## config.mk

```make
export PLATFORM = sky130hd
export DESIGN_NAME = priority_job_scheduler
export DESIGN_NICKNAME = d
export VERILOG_FILES = /design/src/rtl/pjs_pkg.sv /design/src/rtl/priority_job_scheduler.sv /design/src/rtl/pjs_ctrl.sv /design/src/rtl/pjs_dp.sv
export SDC_FILE = /design/constraint.sdc
export NUM_CORES = 2
export LEC_CHECK = 0
export BUFFER_PORTS_ARGS = -buffer_cell sky130_fd_sc_hd__buf_2
export CAP_MARGIN = 20
export CORE_ASPECT_RATIO = 1.5
export CORE_UTILIZATION = 30
export DETAILED_ROUTE_END_ITERATION = 7
export GPL_ROUTABILITY_DRIVEN = 0
export PLACE_DENSITY = 0.45
export SYNTH_ARGS = -nofsm -noshare
export SYNTH_HDL_FRONTEND = slang
export SYNTH_SLANG_ARGS = --single-unit
```

## constraint.sdc

```tcl
create_clock -name clk -period 10.92 [get_ports clk]
set_input_delay 1.638 -clock clk [delete_from_list [all_inputs] [get_ports clk]]
set_output_delay 1.638 -clock clk [all_outputs]
set_load 0.05 [all_outputs]
```

## src/rtl/pjs_pkg.sv

```systemverilog
// Package: types, codes and constants of the job scheduler.
package pjs_pkg;

	localparam int TABLE_DEPTH_DEF = 16;
	localparam logic [7:0] PRIO_NEVER = 8'hFF;

	typedef enum logic [3:0] {
		REQ_TICK   = 4'd0,
		REQ_ENQ    = 4'd1,
		REQ_REMOVE = 4'd2,
		REQ_START  = 4'd3,
		REQ_PAUSE  = 4'd4,
		REQ_RESUME = 4'd5,
		REQ_STOP   = 4'd6,
		REQ_SKIP   = 4'd7,
		REQ_ABORT  = 4'd8,
		REQ_CLEAR  = 4'd9
	} req_t;

	localparam logic [2:0] JS_PENDING = 3'd0;
	localparam logic [2:0] JS_RUNNING = 3'd1;
	localparam logic [2:0] JS_DONE    = 3'd2;
	localparam logic [2:0] JS_SKIPPED = 3'd3;
	localparam logic [2:0] JS_FAULTED = 3'd4;

	localparam logic [1:0] MODE_IDLE    = 2'd0;
	localparam logic [1:0] MODE_RUNNING = 2'd1;
	localparam logic [1:0] MODE_HOLDING = 2'd2;
	localparam logic [1:0] MODE_STOPPED = 2'd3;

	localparam logic [1:0] ST_COMPLETE = 2'd1;
	localparam logic [1:0] ST_FAULT    = 2'd2;

	localparam logic [3:0] EV_NONE     = 4'd0;
	localparam logic [3:0] EV_LAUNCH   = 4'd1;
	localparam logic [3:0] EV_LFAULT   = 4'd2;
	localparam logic [3:0] EV_REARM    = 4'd3;
	localparam logic [3:0] EV_DONE     = 4'd4;
	localparam logic [3:0] EV_IFAULT   = 4'd5;
	localparam logic [3:0] EV_DRAINED  = 4'd6;
	localparam logic [3:0] EV_HOLD     = 4'd7;
	localparam logic [3:0] EV_RFDONE   = 4'd8;

	typedef struct packed {
		logic [3:0]  req_type;
		logic [3:0]  job_index;
		logic [7:0]  job_priority;
		logic [15:0] job_repeat;
		logic [2:0]  job_initial_state;
		logic [1:0]  interp_status;
		logic        launch_ok;
		logic        rearm_ok;
	} in_item_t;

	typedef struct packed {
		logic        ok;
		logic [3:0]  result_index;
		logic [3:0]  tick_event;
		logic [1:0]  sched_state;
		logic        active_valid;
		logic [3:0]  active_index;
		logic [4:0]  job_total;
	} out_item_t;

	typedef enum logic [2:0] {
		C_IDLE,
		C_EXEC,
		C_SCAN,
		C_PICK,
		C_OUT
	} ctl_state_t;

	typedef struct packed {
		logic load;
		logic exec;
		logic scan_start;
		logic scan_step;
		logic pick;
		logic out_load;
	} cmd_t;

	typedef struct packed {
		logic need_scan;
		logic scan_last;
	} sts_t;

endpackage

```

## src/rtl/priority_job_scheduler.sv

```systemverilog
// Top level of the priority job scheduler.
// Requests enter on the in channel (in_valid/in_ready, payload in_data) and
// one result per request leaves on the out channel (out_valid/out_ready,
// payload out_data). One request is worked on at a time.
// A non-tick request, or a tick with an active job or a scheduler that is
// not running, is executed and its result loaded into the output register.
// A tick that must pick a job scans the table one entry per cycle, since the
// table is read once per cycle, and then makes its pick. The next request is
// taken in the cycle after the result is loaded into the output register.
// Reset empties the table, clears the active job and sets the mode to idle;
// no clearing pass follows, requests are taken right away.
// When the receiver stalls, the result holds in the output register and a
// following request waits in the controller until that result is taken.
module priority_job_scheduler #(
	parameter int TABLE_DEPTH = pjs_pkg::TABLE_DEPTH_DEF
) (
	input  logic               clk,
	input  logic               arst_n,
	input  logic               in_valid,
	output logic               in_ready,
	input  pjs_pkg::in_item_t  in_data,
	output logic               out_valid,
	input  logic               out_ready,
	output pjs_pkg::out_item_t out_data
);

	pjs_pkg::cmd_t cmd;
	pjs_pkg::sts_t sts;

	pjs_ctrl u_ctrl (
		.clk(clk), .arst_n(arst_n), .in_valid(in_valid), .in_ready(in_ready),
		.out_valid(out_valid), .out_ready(out_ready), .sts(sts), .cmd(cmd)
	);

	pjs_dp #(.TABLE_DEPTH(TABLE_DEPTH)) u_dp (
		.clk(clk), .arst_n(arst_n), .in_data(in_data), .cmd(cmd), .sts(sts),
		.out_data(out_data)
	);

endmodule

```

## src/rtl/pjs_ctrl.sv

```systemverilog
// Controller: sequences request decode, table scan and result hand-off.
module pjs_ctrl (
	input  logic           clk,
	input  logic           arst_n,
	input  logic           in_valid,
	output logic           in_ready,
	output logic           out_valid,
	input  logic           out_ready,
	input  pjs_pkg::sts_t  sts,
	output pjs_pkg::cmd_t  cmd
);

	pjs_pkg::ctl_state_t state_q, state_d;
	logic out_valid_q, out_valid_d;

	always_ff @(posedge clk or negedge arst_n) begin
		if (!arst_n) begin
			state_q <= pjs_pkg::C_IDLE;
			out_valid_q <= 1'b0;
		end else begin
			state_q <= state_d;
			out_valid_q <= out_valid_d;
		end
	end

	assign out_valid = out_valid_q;
	assign in_ready = (state_q == pjs_pkg::C_IDLE);

	always_comb begin
		state_d = state_q;
		cmd = '0;
		out_valid_d = out_valid_q;
		if (out_valid_q && out_ready) out_valid_d = 1'b0;
		unique case (state_q)
			pjs_pkg::C_IDLE: begin
				if (in_valid) begin
					cmd.load = 1'b1;
					state_d = pjs_pkg::C_EXEC;
				end
			end
			pjs_pkg::C_EXEC: begin
				if (sts.need_scan) begin
					cmd.scan_start = 1'b1;
					state_d = pjs_pkg::C_SCAN;
				end else begin
					cmd.exec = 1'b1;
					state_d = pjs_pkg::C_OUT;
				end
			end
			pjs_pkg::C_SCAN: begin
				cmd.scan_step = 1'b1;
				if (sts.scan_last) state_d = pjs_pkg::C_PICK;
			end
			pjs_pkg::C_PICK: begin
				cmd.pick = 1'b1;
				state_d = pjs_pkg::C_OUT;
			end
			pjs_pkg::C_OUT: begin
				if (!out_valid_q || out_ready) begin
					cmd.out_load = 1'b1;
					out_valid_d = 1'b1;
					state_d = pjs_pkg::C_IDLE;
				end
			end
			default: state_d = pjs_pkg::C_IDLE;
		endcase
	end

endmodule

```

## src/rtl/pjs_dp.sv

```systemverilog
// Datapath: job table, scheduler mode, active job and priority scan.
module pjs_dp #(
	parameter int TABLE_DEPTH = pjs_pkg::TABLE_DEPTH_DEF
) (
	input  logic                clk,
	input  logic                arst_n,
	input  pjs_pkg::in_item_t   in_data,
	input  pjs_pkg::cmd_t       cmd,
	output pjs_pkg::sts_t       sts,
	output pjs_pkg::out_item_t  out_data
);

	localparam int IW = $clog2(TABLE_DEPTH);
	localparam int CW = $clog2(TABLE_DEPTH + 1);

	pjs_pkg::in_item_t req_q;
	logic [TABLE_DEPTH-1:0] used_q;
	logic [2:0]  state_q [TABLE_DEPTH];
	logic [7:0]  prio_q  [TABLE_DEPTH];
	logic [15:0] rep_q   [TABLE_DEPTH];
	logic [15:0] comp_q  [TABLE_DEPTH];
	logic [CW-1:0] alloc_q;
	logic          act_on_q;
	logic [IW-1:0] act_q;
	logic [1:0]    mode_q;

	logic [IW-1:0] scan_q, pick_q;
	logic [7:0]    best_q;
	logic          found_q;

	logic          ok_q;
	logic [IW-1:0] idx_q;
	logic [3:0]    ev_q;
	pjs_pkg::out_item_t out_q;

	logic act_live, is_tick;
	logic [CW-1:0] act_ext, jidx_ext, scan_ext;
	logic [IW-1:0] jidx;
	logic [15:0] comp_inc;
	logic [2:0]  enq_st;

	assign act_ext  = CW'(act_q);
	assign act_live = act_on_q && (act_ext < alloc_q);
	assign is_tick  = (req_q.req_type == pjs_pkg::REQ_TICK);
	assign jidx     = IW'(req_q.job_index);
	assign jidx_ext = CW'(req_q.job_index);
	assign scan_ext = CW'(scan_q);
	assign sts.need_scan = is_tick && !act_live && (mode_q == pjs_pkg::MODE_RUNNING);
	assign sts.scan_last = (scan_q == IW'(TABLE_DEPTH - 1));

	assign comp_inc = (comp_q[act_q] != 16'hFFFF) ? comp_q[act_q] + 16'd1 : comp_q[act_q];
	always_comb begin
		enq_st = req_q.job_initial_state;
		if (enq_st != pjs_pkg::JS_RUNNING && enq_st != pjs_pkg::JS_FAULTED)
			enq_st = pjs_pkg::JS_PENDING;
	end

	always_ff @(posedge clk) begin
		if (cmd.load) req_q <= in_data;
	end

	always_ff @(posedge clk) begin
		if (cmd.exec && req_q.req_type == pjs_pkg::REQ_ENQ && alloc_q < CW'(TABLE_DEPTH)) begin
			prio_q[alloc_q[IW-1:0]] <= req_q.job_priority;
			rep_q[alloc_q[IW-1:0]]  <= req_q.job_repeat;
		end
	end

	always_ff @(posedge clk) begin
		if (cmd.scan_start) begin
			scan_q  <= '0;
			found_q <= 1'b0;
			best_q  <= pjs_pkg::PRIO_NEVER;
			pick_q  <= '0;
		end else if (cmd.scan_step) begin
			scan_q <= scan_q + IW'(1);
			if (scan_ext < alloc_q && used_q[scan_q] && state_q[scan_q] == pjs_pkg::JS_PENDING
					&& prio_q[scan_q] < best_q) begin
				best_q  <= prio_q[scan_q];
				pick_q  <= scan_q;
				found_q <= 1'b1;
			end
		end
	end

	always_ff @(posedge clk or negedge arst_n) begin
		if (!arst_n) begin
			used_q   <= '0;
			alloc_q  <= '0;
			act_on_q <= 1'b0;
			act_q    <= '0;
			mode_q   <= pjs_pkg::MODE_IDLE;
			ok_q     <= 1'b0;
			idx_q    <= '0;
			ev_q     <= pjs_pkg::EV_NONE;
			for (int i = 0; i < TABLE_DEPTH; i++) begin
				state_q[i] <= pjs_pkg::JS_PENDING;
				comp_q[i]  <= '0;
			end
		end else if (cmd.pick) begin
			ok_q <= 1'b1;
			if (!found_q) begin
				mode_q <= pjs_pkg::MODE_IDLE;
				act_on_q <= 1'b0;
				idx_q <= '0;
				ev_q <= pjs_pkg::EV_DRAINED;
			end else begin
				idx_q <= pick_q;
				if (req_q.launch_ok) begin
					state_q[pick_q] <= pjs_pkg::JS_RUNNING;
					act_on_q <= 1'b1;
					act_q <= pick_q;
					ev_q <= pjs_pkg::EV_LAUNCH;
				end else begin
					state_q[pick_q] <= pjs_pkg::JS_FAULTED;
					act_on_q <= 1'b0;
					ev_q <= pjs_pkg::EV_LFAULT;
				end
			end
		end else if (cmd.exec) begin
			ok_q  <= 1'b0;
			idx_q <= '0;
			ev_q  <= pjs_pkg::EV_NONE;
			case (req_q.req_type)
				pjs_pkg::REQ_TICK: begin
					ok_q <= 1'b1;
					if (act_live) begin
						idx_q <= act_q;
						if (req_q.interp_status == pjs_pkg::ST_COMPLETE) begin
							comp_q[act_q] <= comp_inc;
							if ((rep_q[act_q] == 16'd0 || comp_inc < rep_q[act_q])
									&& req_q.rearm_ok) begin
								ev_q <= pjs_pkg::EV_REARM;
							end else begin
								ev_q <= (rep_q[act_q] == 16'd0 || comp_inc < rep_q[act_q])
									? pjs_pkg::EV_RFDONE : pjs_pkg::EV_DONE;
								state_q[act_q] <= pjs_pkg::JS_DONE;
								act_on_q <= 1'b0;
							end
						end else if (req_q.interp_status == pjs_pkg::ST_FAULT) begin
							state_q[act_q] <= pjs_pkg::JS_FAULTED;
							act_on_q <= 1'b0;
							mode_q <= pjs_pkg::MODE_HOLDING;
							ev_q <= pjs_pkg::EV_IFAULT;
						end
					end else begin
						act_on_q <= 1'b0;
						if (mode_q == pjs_pkg::MODE_HOLDING) begin
							mode_q <= pjs_pkg::MODE_IDLE;
							ev_q <= pjs_pkg::EV_HOLD;
						end
					end
				end
				pjs_pkg::REQ_ENQ: begin
					if (alloc_q < CW'(TABLE_DEPTH)) begin
						used_q[alloc_q[IW-1:0]]  <= 1'b1;
						state_q[alloc_q[IW-1:0]] <= enq_st;
						comp_q[alloc_q[IW-1:0]]  <= '0;
						alloc_q <= alloc_q + CW'(1);
						idx_q <= alloc_q[IW-1:0];
						ok_q <= 1'b1;
					end
				end
				pjs_pkg::REQ_REMOVE: begin
					if (jidx_ext < alloc_q && used_q[jidx] && !(act_on_q && act_q == jidx)) begin
						used_q[jidx]  <= 1'b0;
						state_q[jidx] <= pjs_pkg::JS_PENDING;
						comp_q[jidx]  <= '0;
						idx_q <= jidx;
						ok_q <= 1'b1;
					end
				end
				pjs_pkg::REQ_START: begin
					if (mode_q != pjs_pkg::MODE_STOPPED) begin
						mode_q <= pjs_pkg::MODE_RUNNING;
						ok_q <= 1'b1;
					end
				end
				pjs_pkg::REQ_PAUSE: begin
					if (mode_q == pjs_pkg::MODE_RUNNING) begin
						mode_q <= pjs_pkg::MODE_HOLDING;
						ok_q <= 1'b1;
					end
				end
				pjs_pkg::REQ_RESUME: begin
					if (mode_q == pjs_pkg::MODE_HOLDING) begin
						mode_q <= pjs_pkg::MODE_RUNNING;
						ok_q <= 1'b1;
					end
				end
				pjs_pkg::REQ_STOP: begin
					mode_q <= pjs_pkg::MODE_STOPPED;
					ok_q <= 1'b1;
				end
				pjs_pkg::REQ_SKIP, pjs_pkg::REQ_ABORT: begin
					if (act_live) begin
						idx_q <= act_q;
						act_on_q <= 1'b0;
						ok_q <= 1'b1;
						if (req_q.req_type == pjs_pkg::REQ_ABORT) begin
							state_q[act_q] <= pjs_pkg::JS_FAULTED;
							mode_q <= pjs_pkg::MODE_HOLDING;
						end else begin
							state_q[act_q] <= pjs_pkg::JS_SKIPPED;
						end
					end
				end
				pjs_pkg::REQ_CLEAR: begin
					used_q <= '0;
					alloc_q <= '0;
					act_on_q <= 1'b0;
					act_q <= '0;
					mode_q <= pjs_pkg::MODE_IDLE;
					ok_q <= 1'b1;
					for (int i = 0; i < TABLE_DEPTH; i++) begin
						state_q[i] <= pjs_pkg::JS_PENDING;
						comp_q[i]  <= '0;
					end
				end
				default: ;
			endcase
		end
	end

	always_ff @(posedge clk) begin
		if (cmd.out_load) begin
			out_q.ok           <= ok_q;
			out_q.result_index <= 4'(idx_q);
			out_q.tick_event   <= ev_q;
			out_q.sched_state  <= mode_q;
			out_q.active_valid <= act_on_q;
			out_q.active_index <= act_on_q ? 4'(act_q) : 4'd0;
			out_q.job_total    <= 5'(alloc_q);
		end
	end

	assign out_data = out_q;

endmodule

```

After elaboration in Yosys (flattened, before gate mapping)
Memories as Yosys holds them, arrays and structs flattened. A register that Yosys moved wholly into a read port is not among the register bits.
Index checks and enable logic that the tools add are counted.
{"block": "op_classes", "n_addsub": 3, "eq_ne": 48, "muxes": 131, "n_bitwise": 30, "order_cmp": 20, "reduce_logical": 49}
{"operator": "256-bit 2-to-1 mux", "count": 4}
{"operator": "256-bit case mux with 4 select lines", "count": 1}
{"operator": "48-bit 2-to-1 mux", "count": 12}
{"operator": "256-bit AND", "count": 2}
{"operator": "256-bit inverter", "count": 2}
{"operator": "256-bit bitwise mux", "count": 1}
{"operator": "48-bit case mux with 5 select lines", "count": 1}
{"operator": "16-bit demux with 4-bit select", "count": 3}
{"operator": "32-bit AND", "count": 4}
{"operator": "16-bit 2-to-1 mux", "count": 8}
{"operator": "32-bit inverter", "count": 4}
{"operator": "4-bit 2-to-1 mux", "count": 21}
{"operator": "16-bit OR", "count": 5}
{"operator": "16-bit binary-select mux with 4-bit select", "count": 1}
{"operator": "48-bit AND", "count": 1}
{"operator": "48-bit bitwise mux", "count": 1}
{"operator": "3-bit demux with 4-bit select", "count": 4}
{"operator": "48-bit inverter", "count": 1}
{"operator": "16-bit case mux with 3 select lines", "count": 1}
{"operator": "3-bit 2-to-1 mux", "count": 13}
{"operator": "1-bit 2-to-1 mux", "count": 34}
{"operator": "16-bit AND", "count": 2}
{"operator": "16-bit inverter", "count": 2}
{"operator": "32-bit OR", "count": 1}
{"operator": "63 further kinds", "count": 152}
{"block": "totals", "n_memories": 2, "out_inout_bits": 23, "reg_bits": 422, "in_bits": 43, "ram_bits": 384, "word_cells": 344}
{"memory": "u_dp.rep_q", "depth": 16, "width": 16, "read_ports": 1, "rd_ports_with_merged_regs": 0, "write_ports": 1, "line_no": "pjs_dp.sv:20", "rtl": "logic [15:0] rep_q [TABLE_DEPTH];"}
{"memory": "u_dp.prio_q", "depth": 16, "width": 8, "read_ports": 1, "rd_ports_with_merged_regs": 1, "write_ports": 1, "line_no": "pjs_dp.sv:19", "rtl": "logic [7:0] prio_q [TABLE_DEPTH];"}

Logic depth before layout (Yosys ltp)
{"block": "depth", "word_depth": 15, "depth_mapped": 28, "mapped_depth_nobuf": 19}

By module
Synthesis repeated with hierarchy kept, for this count alone.
{"block": "unflattened", "hier_cells": 2518, "hier_area_um2": 36224.7}
{"mod": "pjs_dp", "instances": 1, "area_each_um2": 36000.8, "cells_per_inst": 2495}
{"mod": "pjs_ctrl", "instances": 1, "area_each_um2": 224.0, "cells_per_inst": 23}

Worst setup path after synthesis
Ideal clock, no wire load.
{"block": "synth_path", "kind": "flip-flop to flip-flop", "startpoint": "register u_dp.act_q[0]", "endpoint": "register (tool-made name)", "arrival_time_ns": 5.905, "setup_time_ns": 0.127, "stages_incl_launch_ff": 26, "path_buffers": 6, "period_less_slack_ns": 6.032, "path_slack_ns": 4.888, "t_required_ns": 10.793, "cell_sequence": "dfrtp_1 buf_6 buf_8 buf_8 mux4_2 mux4_2 ha_1 nand3_1 nor4_1 buf_2 or2_1 nor3b_1 xnor2_1 buf_2 inv_1 ha_1 a21o_1 a21o_1 a21o_1 a2111oi_0 o21ai_0 mux2_2 a31oi_4 buf_6 a211o_1 mux2_1"}
{"item": "start: declaration", "line_no": "pjs_dp.sv:24", "rtl": "logic [IW-1:0] act_q;"}
{"item": "start signal: assignment", "line_no": "pjs_dp.sv:112", "rtl": "act_q <= pick_q;"}

==> results.md <==
Yosys:
- The average cell area after synthesis is 13.4 µm².
- The mux cell area share after synthesis is 11.9%.
- After synthesis, the share of flip-flops with an asynchronous set or reset is 42.6%.
- The share of synthesized cell area in full adder, half adder and majority cells is 1.26%.
- The simple-gate portion of the synthesized area is 8.01%.
- The most used flip-flop cell after synthesis is edfxtp_1.
- Of the total synthesized cell area, the portion taken by XOR and XNOR cells is 0.523%.
- The number of nets in the synthesized netlist is 2821.
- Summing the areas of all compound-gate instances in the mapped netlist gives 14.6% of the synthesized area.
- The gate count of the mapped netlist is 2741.
- The number of flip-flops and latches in the synthesized netlist is 810.
- The main combinational cell family by area after synthesis is compound AO/OA/AOI/OAI gates.
- The synthesized design contains 444 enable-type register cells.
- The sequential share of the synthesized area is 60.8%.
- The number of warnings issued by yosys is 0.
- After synthesis, the netlist uses 84 different library cells.
- The cell area after synthesis is 36800 µm².

Routing:
- For this block, the initial DRC count from the detailed router was 2970.
- The mean number of vias per cell is 5.75.
- After detailed routing, the number of remaining DRC violations is 0.
- In the final routed layout, each cell accounts on average for 29.4 µm.
- The number of antenna-violating nets in the routed design is 0.
- The total detailed-routing wirelength is 131000 µm.
- The first TritonRoute pass finished after 8 iterations.
- The total via count after detailed routing is 25.7k.

Timing:
- The final critical-path setup slack is 2410 ps.
- Setup violations remaining at the end of the flow were counted as 0.
- The tightest slew margin relative to the limit is 16.9%.
- The post-route fraction of the period consumed by the critical path is 77.9%.
- The sum of negative setup slack is 0 ps.
- The highest clock frequency the design can meet is 0.118 GHz.
- The final number of hold-violating endpoints is 0.
- For the pin with the worst max-slew slack, the measured transition is 1240 ps.
- The clock tree skew after final layout is 28.5 ps.
- After layout, the minimum clock period comes to 8510 ps.
- Setup repair after global routing left no endpoint under its margin.
- The number of max-slew violations in the final report was 0.

Finish:
- After the last flow step, the layout net total stands at 2882.
- In the layout the commonest cells are edfxtp_1, dfrtp_1, nand2_1, o21ai_0, mux4_2.
- The library cell used most frequently in the layout, excluding fill and tap cells, is edfxtp_1.
- Compared with the post-synthesis result, the final layout area differs by 14.3%.
- Counting the fill cells in the layout gives 11.9k.
- The layout cell share with drive strength beyond 1 is 18.3%.
- The diode insertion count for antenna repair is 0.

Worst setup path:
- Data on the critical path arrives at its endpoint at 9060 ps.
- The buffer and inverter count on the worst path is 4.
- The critical path is of the register to register type.
- The critical path data required time is 11470 ps.
- In this run the worst path has a maximum fanout of 76.
- The type of element launching the critical path is a register.
- Broken down by cell family, the worst path's largest delay share belongs to simple AND/OR/NAND/NOR gates.
- For this design, the slowest cell found on the critical path is dfrtp_4.
- The endpoint class of the critical path is a register.
- The worst stage delay on the critical path is 1080 ps.
- The signal on the critical path passes through buf_4 > mux4_1 > nand2_1 > and3_1 > or4b_1 > nor4_1 > or2_1 > nor3b_1 > xnor2_1 > buf_4 > inv_1 > ha_1 > a21o_1 > a21o_1 > a21o_1 > a2111oi_0 > o21ai_0 > mux2_2 > a31oi_4 > buf_4 > a211o_1 > mux2_1.

Placement:
- Buffers placed on the I/O ports in this run total 65.
- The pre-CTS setup slack is 2470 ps.
- After legalization and detailed placement, the total HPWL measured 85800 µm.

Clock network:
- The number of hold buffers added after CTS was 0.
- Post-CTS repair changed the size of 0 cells.
- The number of post-CTS setup repair buffers is 0.
- The total clock sinks is 810.
- The register clock-pin slew on the reported worst setup and hold paths is 60 ps.
- The insertion delay to the later sink of the worst-skew pair is 700 ps.
- In this run the number of H-tree levels came out at 3.
- TritonCTS built the clock tree.
- Clock tree synthesis selected as its root buffer the cell clkbuf_16.
- The CTS buffer count is 81.
- In this run the deepest clock path goes through 3 buffers.

Flow run:
- Max-cap violations in this run came to 0.

Die:
- The die covers 124000 µm².
- The count of standard-cell rows is 157.
- From left edge to right edge, the die measures 288 µm.
- Measured along the y axis, the die boundary spans 431 µm.
- For this configuration, the core starts out at a cell density of 30.2%.
- The core region is 122000 µm².
- 66 I/O pins were placed.

GRT:
- The first global-routing pass estimated 190000 µm of wire.
- The global-route usage over all layers is 21.2%.
- The initial antenna violation count came to 5.
- The number of global-route vias before repair is 26.6k.
- The remaining global-route overflow is 0.
- The largest net degree at the start of global routing is 141.

Hold path:
- The worst hold path belongs to the class register to register.

Power and ir drop:
- The worst voltage drop across the vdd grid is 168 µV.
- The static leakage is 15.3 nW.
- The total power divided by cell area is 180 nW/µm².

Outcome:
- The run finished with clean final reports.
-- power by group --
part           internal, mW  total, mW  switching [mW]
Combinational         0.300      0.967           0.667
Sequential             3.43       3.61           0.184
Clock                  1.73       3.00            1.27
Total                  5.46       7.58            2.12
-- final timing paths --
kind                                            from                     endpoint  slack [ps]  cells after the start
min in group asynchronous                     arst_n   asynchronous set/reset pin         930                      1
setup reg to reg           u_dp.act_q[0]$_DFFE_PN0P_                     register        2410                     22
max in group asynchronous                     arst_n    u_dp.act_q[1]$_DFFE_PN0P_        8520                      2
hold / removal             u_dp.idx_q[0]$_DFFE_PN0N_  u_dp.out_data[16]$_DFFE_PP_         460                      0
setup / recovery           u_dp.act_q[0]$_DFFE_PN0P_                     register        2410                     22
hold reg to reg            u_dp.idx_q[0]$_DFFE_PN0N_  u_dp.out_data[16]$_DFFE_PP_         460                      0
-- final cells by class --
type                            instances  area [µm²]  area share, %
Sequential cell                       810       22400           53.2
Multi-Input combinational cell       1707       13600           32.3
Clock buffer                          106        2220           5.28
Tap cell                             1590        1990           4.73
Timing Repair Buffer                  165        1140           2.72
Clock inverter                         44         594           1.41
Inverter                               37         139          0.330
-- Yosys cell counts (7+ instances only) --
cell,number,area (µm²)
a211oi_1,13,97.6
edfxtp_1,444,13300
nand4_1,12,75.1
a211o_1,14,123
nor2_1,143,537
a221o_1,7,70.1
buf_6,10,113
o211ai_1,27,203
clkbuf_1,117,439
o22ai_1,12,75.1
mux4_1,12,315
a22o_1,144,1260
a21oi_1,132,661
a221oi_1,14,123
mux2_2,8,90.1
a21o_1,18,135
xnor2_1,17,149
nand2_1,299,1120
and3_1,11,68.8
o22a_1,12,105
nor4b_1,21,184
nor2b_1,21,131
nand3_1,28,140
and2_1,12,75.1
mux4_2,168,3780
o21ai_0,244,1220
a31oi_1,33,206
nor3_1,34,170
mux2i_1,11,110
nand2b_1,23,144
buf_2,29,145
o21ai_1,11,55.1
dfrtp_1,345,8630
a22oi_1,28,210
buf_1,15,56.3
buf_4,9,67.6
o31ai_1,8,60.1
dfxtp_1,21,420
a32o_1,15,150
o2bb2ai_1,11,96.3
inv_1,36,135
ha_1,37,463
nor4_1,7,43.8
o221ai_1,12,105
-- per-layer routing --
metal,track usage (%),wire [µm],up-vias
li1,-,-,10800
met1,24.6,48600,13300
met2,37.4,67800,1229
met3,3.01,7400,343
met4,11.3,7370,4
met5,0,31,-
-- metrics by stage --
step | area [µm²] | utilization (%) | hold slack (ps) | instances | total power [mW]
after floorplan | 36800 | - | 420 | 2741 | 4.21
final | 42100 | 34.5 | 459 | 4459 | 7.58
after global placement | 39200 | 32.2 | 437 | 4302 | 4.60
after detailed placement | 39200 | 32.2 | 451 | 4305 | 4.62
after global routing | 42100 | 34.5 | 473 | 4459 | 7.81
after CTS | 42000 | 34.5 | 465 | 4455 | 7.63
-- cells by family (layout without fill, tap and decap cells) --
| kind of cell | Yosys count | in the layout |
|---|---|---|
| DFF | 810 | 810 |
| AOI/OAI and AO/OA | 799 | 799 |
| and+or+nand+nor | 643 | 643 |
| buffers and inverters | 224 | 352 |
| muxes | 206 | 206 |
| adders and majority gates | 37 | 37 |
| xor gates and xnor gates | 22 | 22 |
Note: power is estimated with default switching activity, not from simulation.
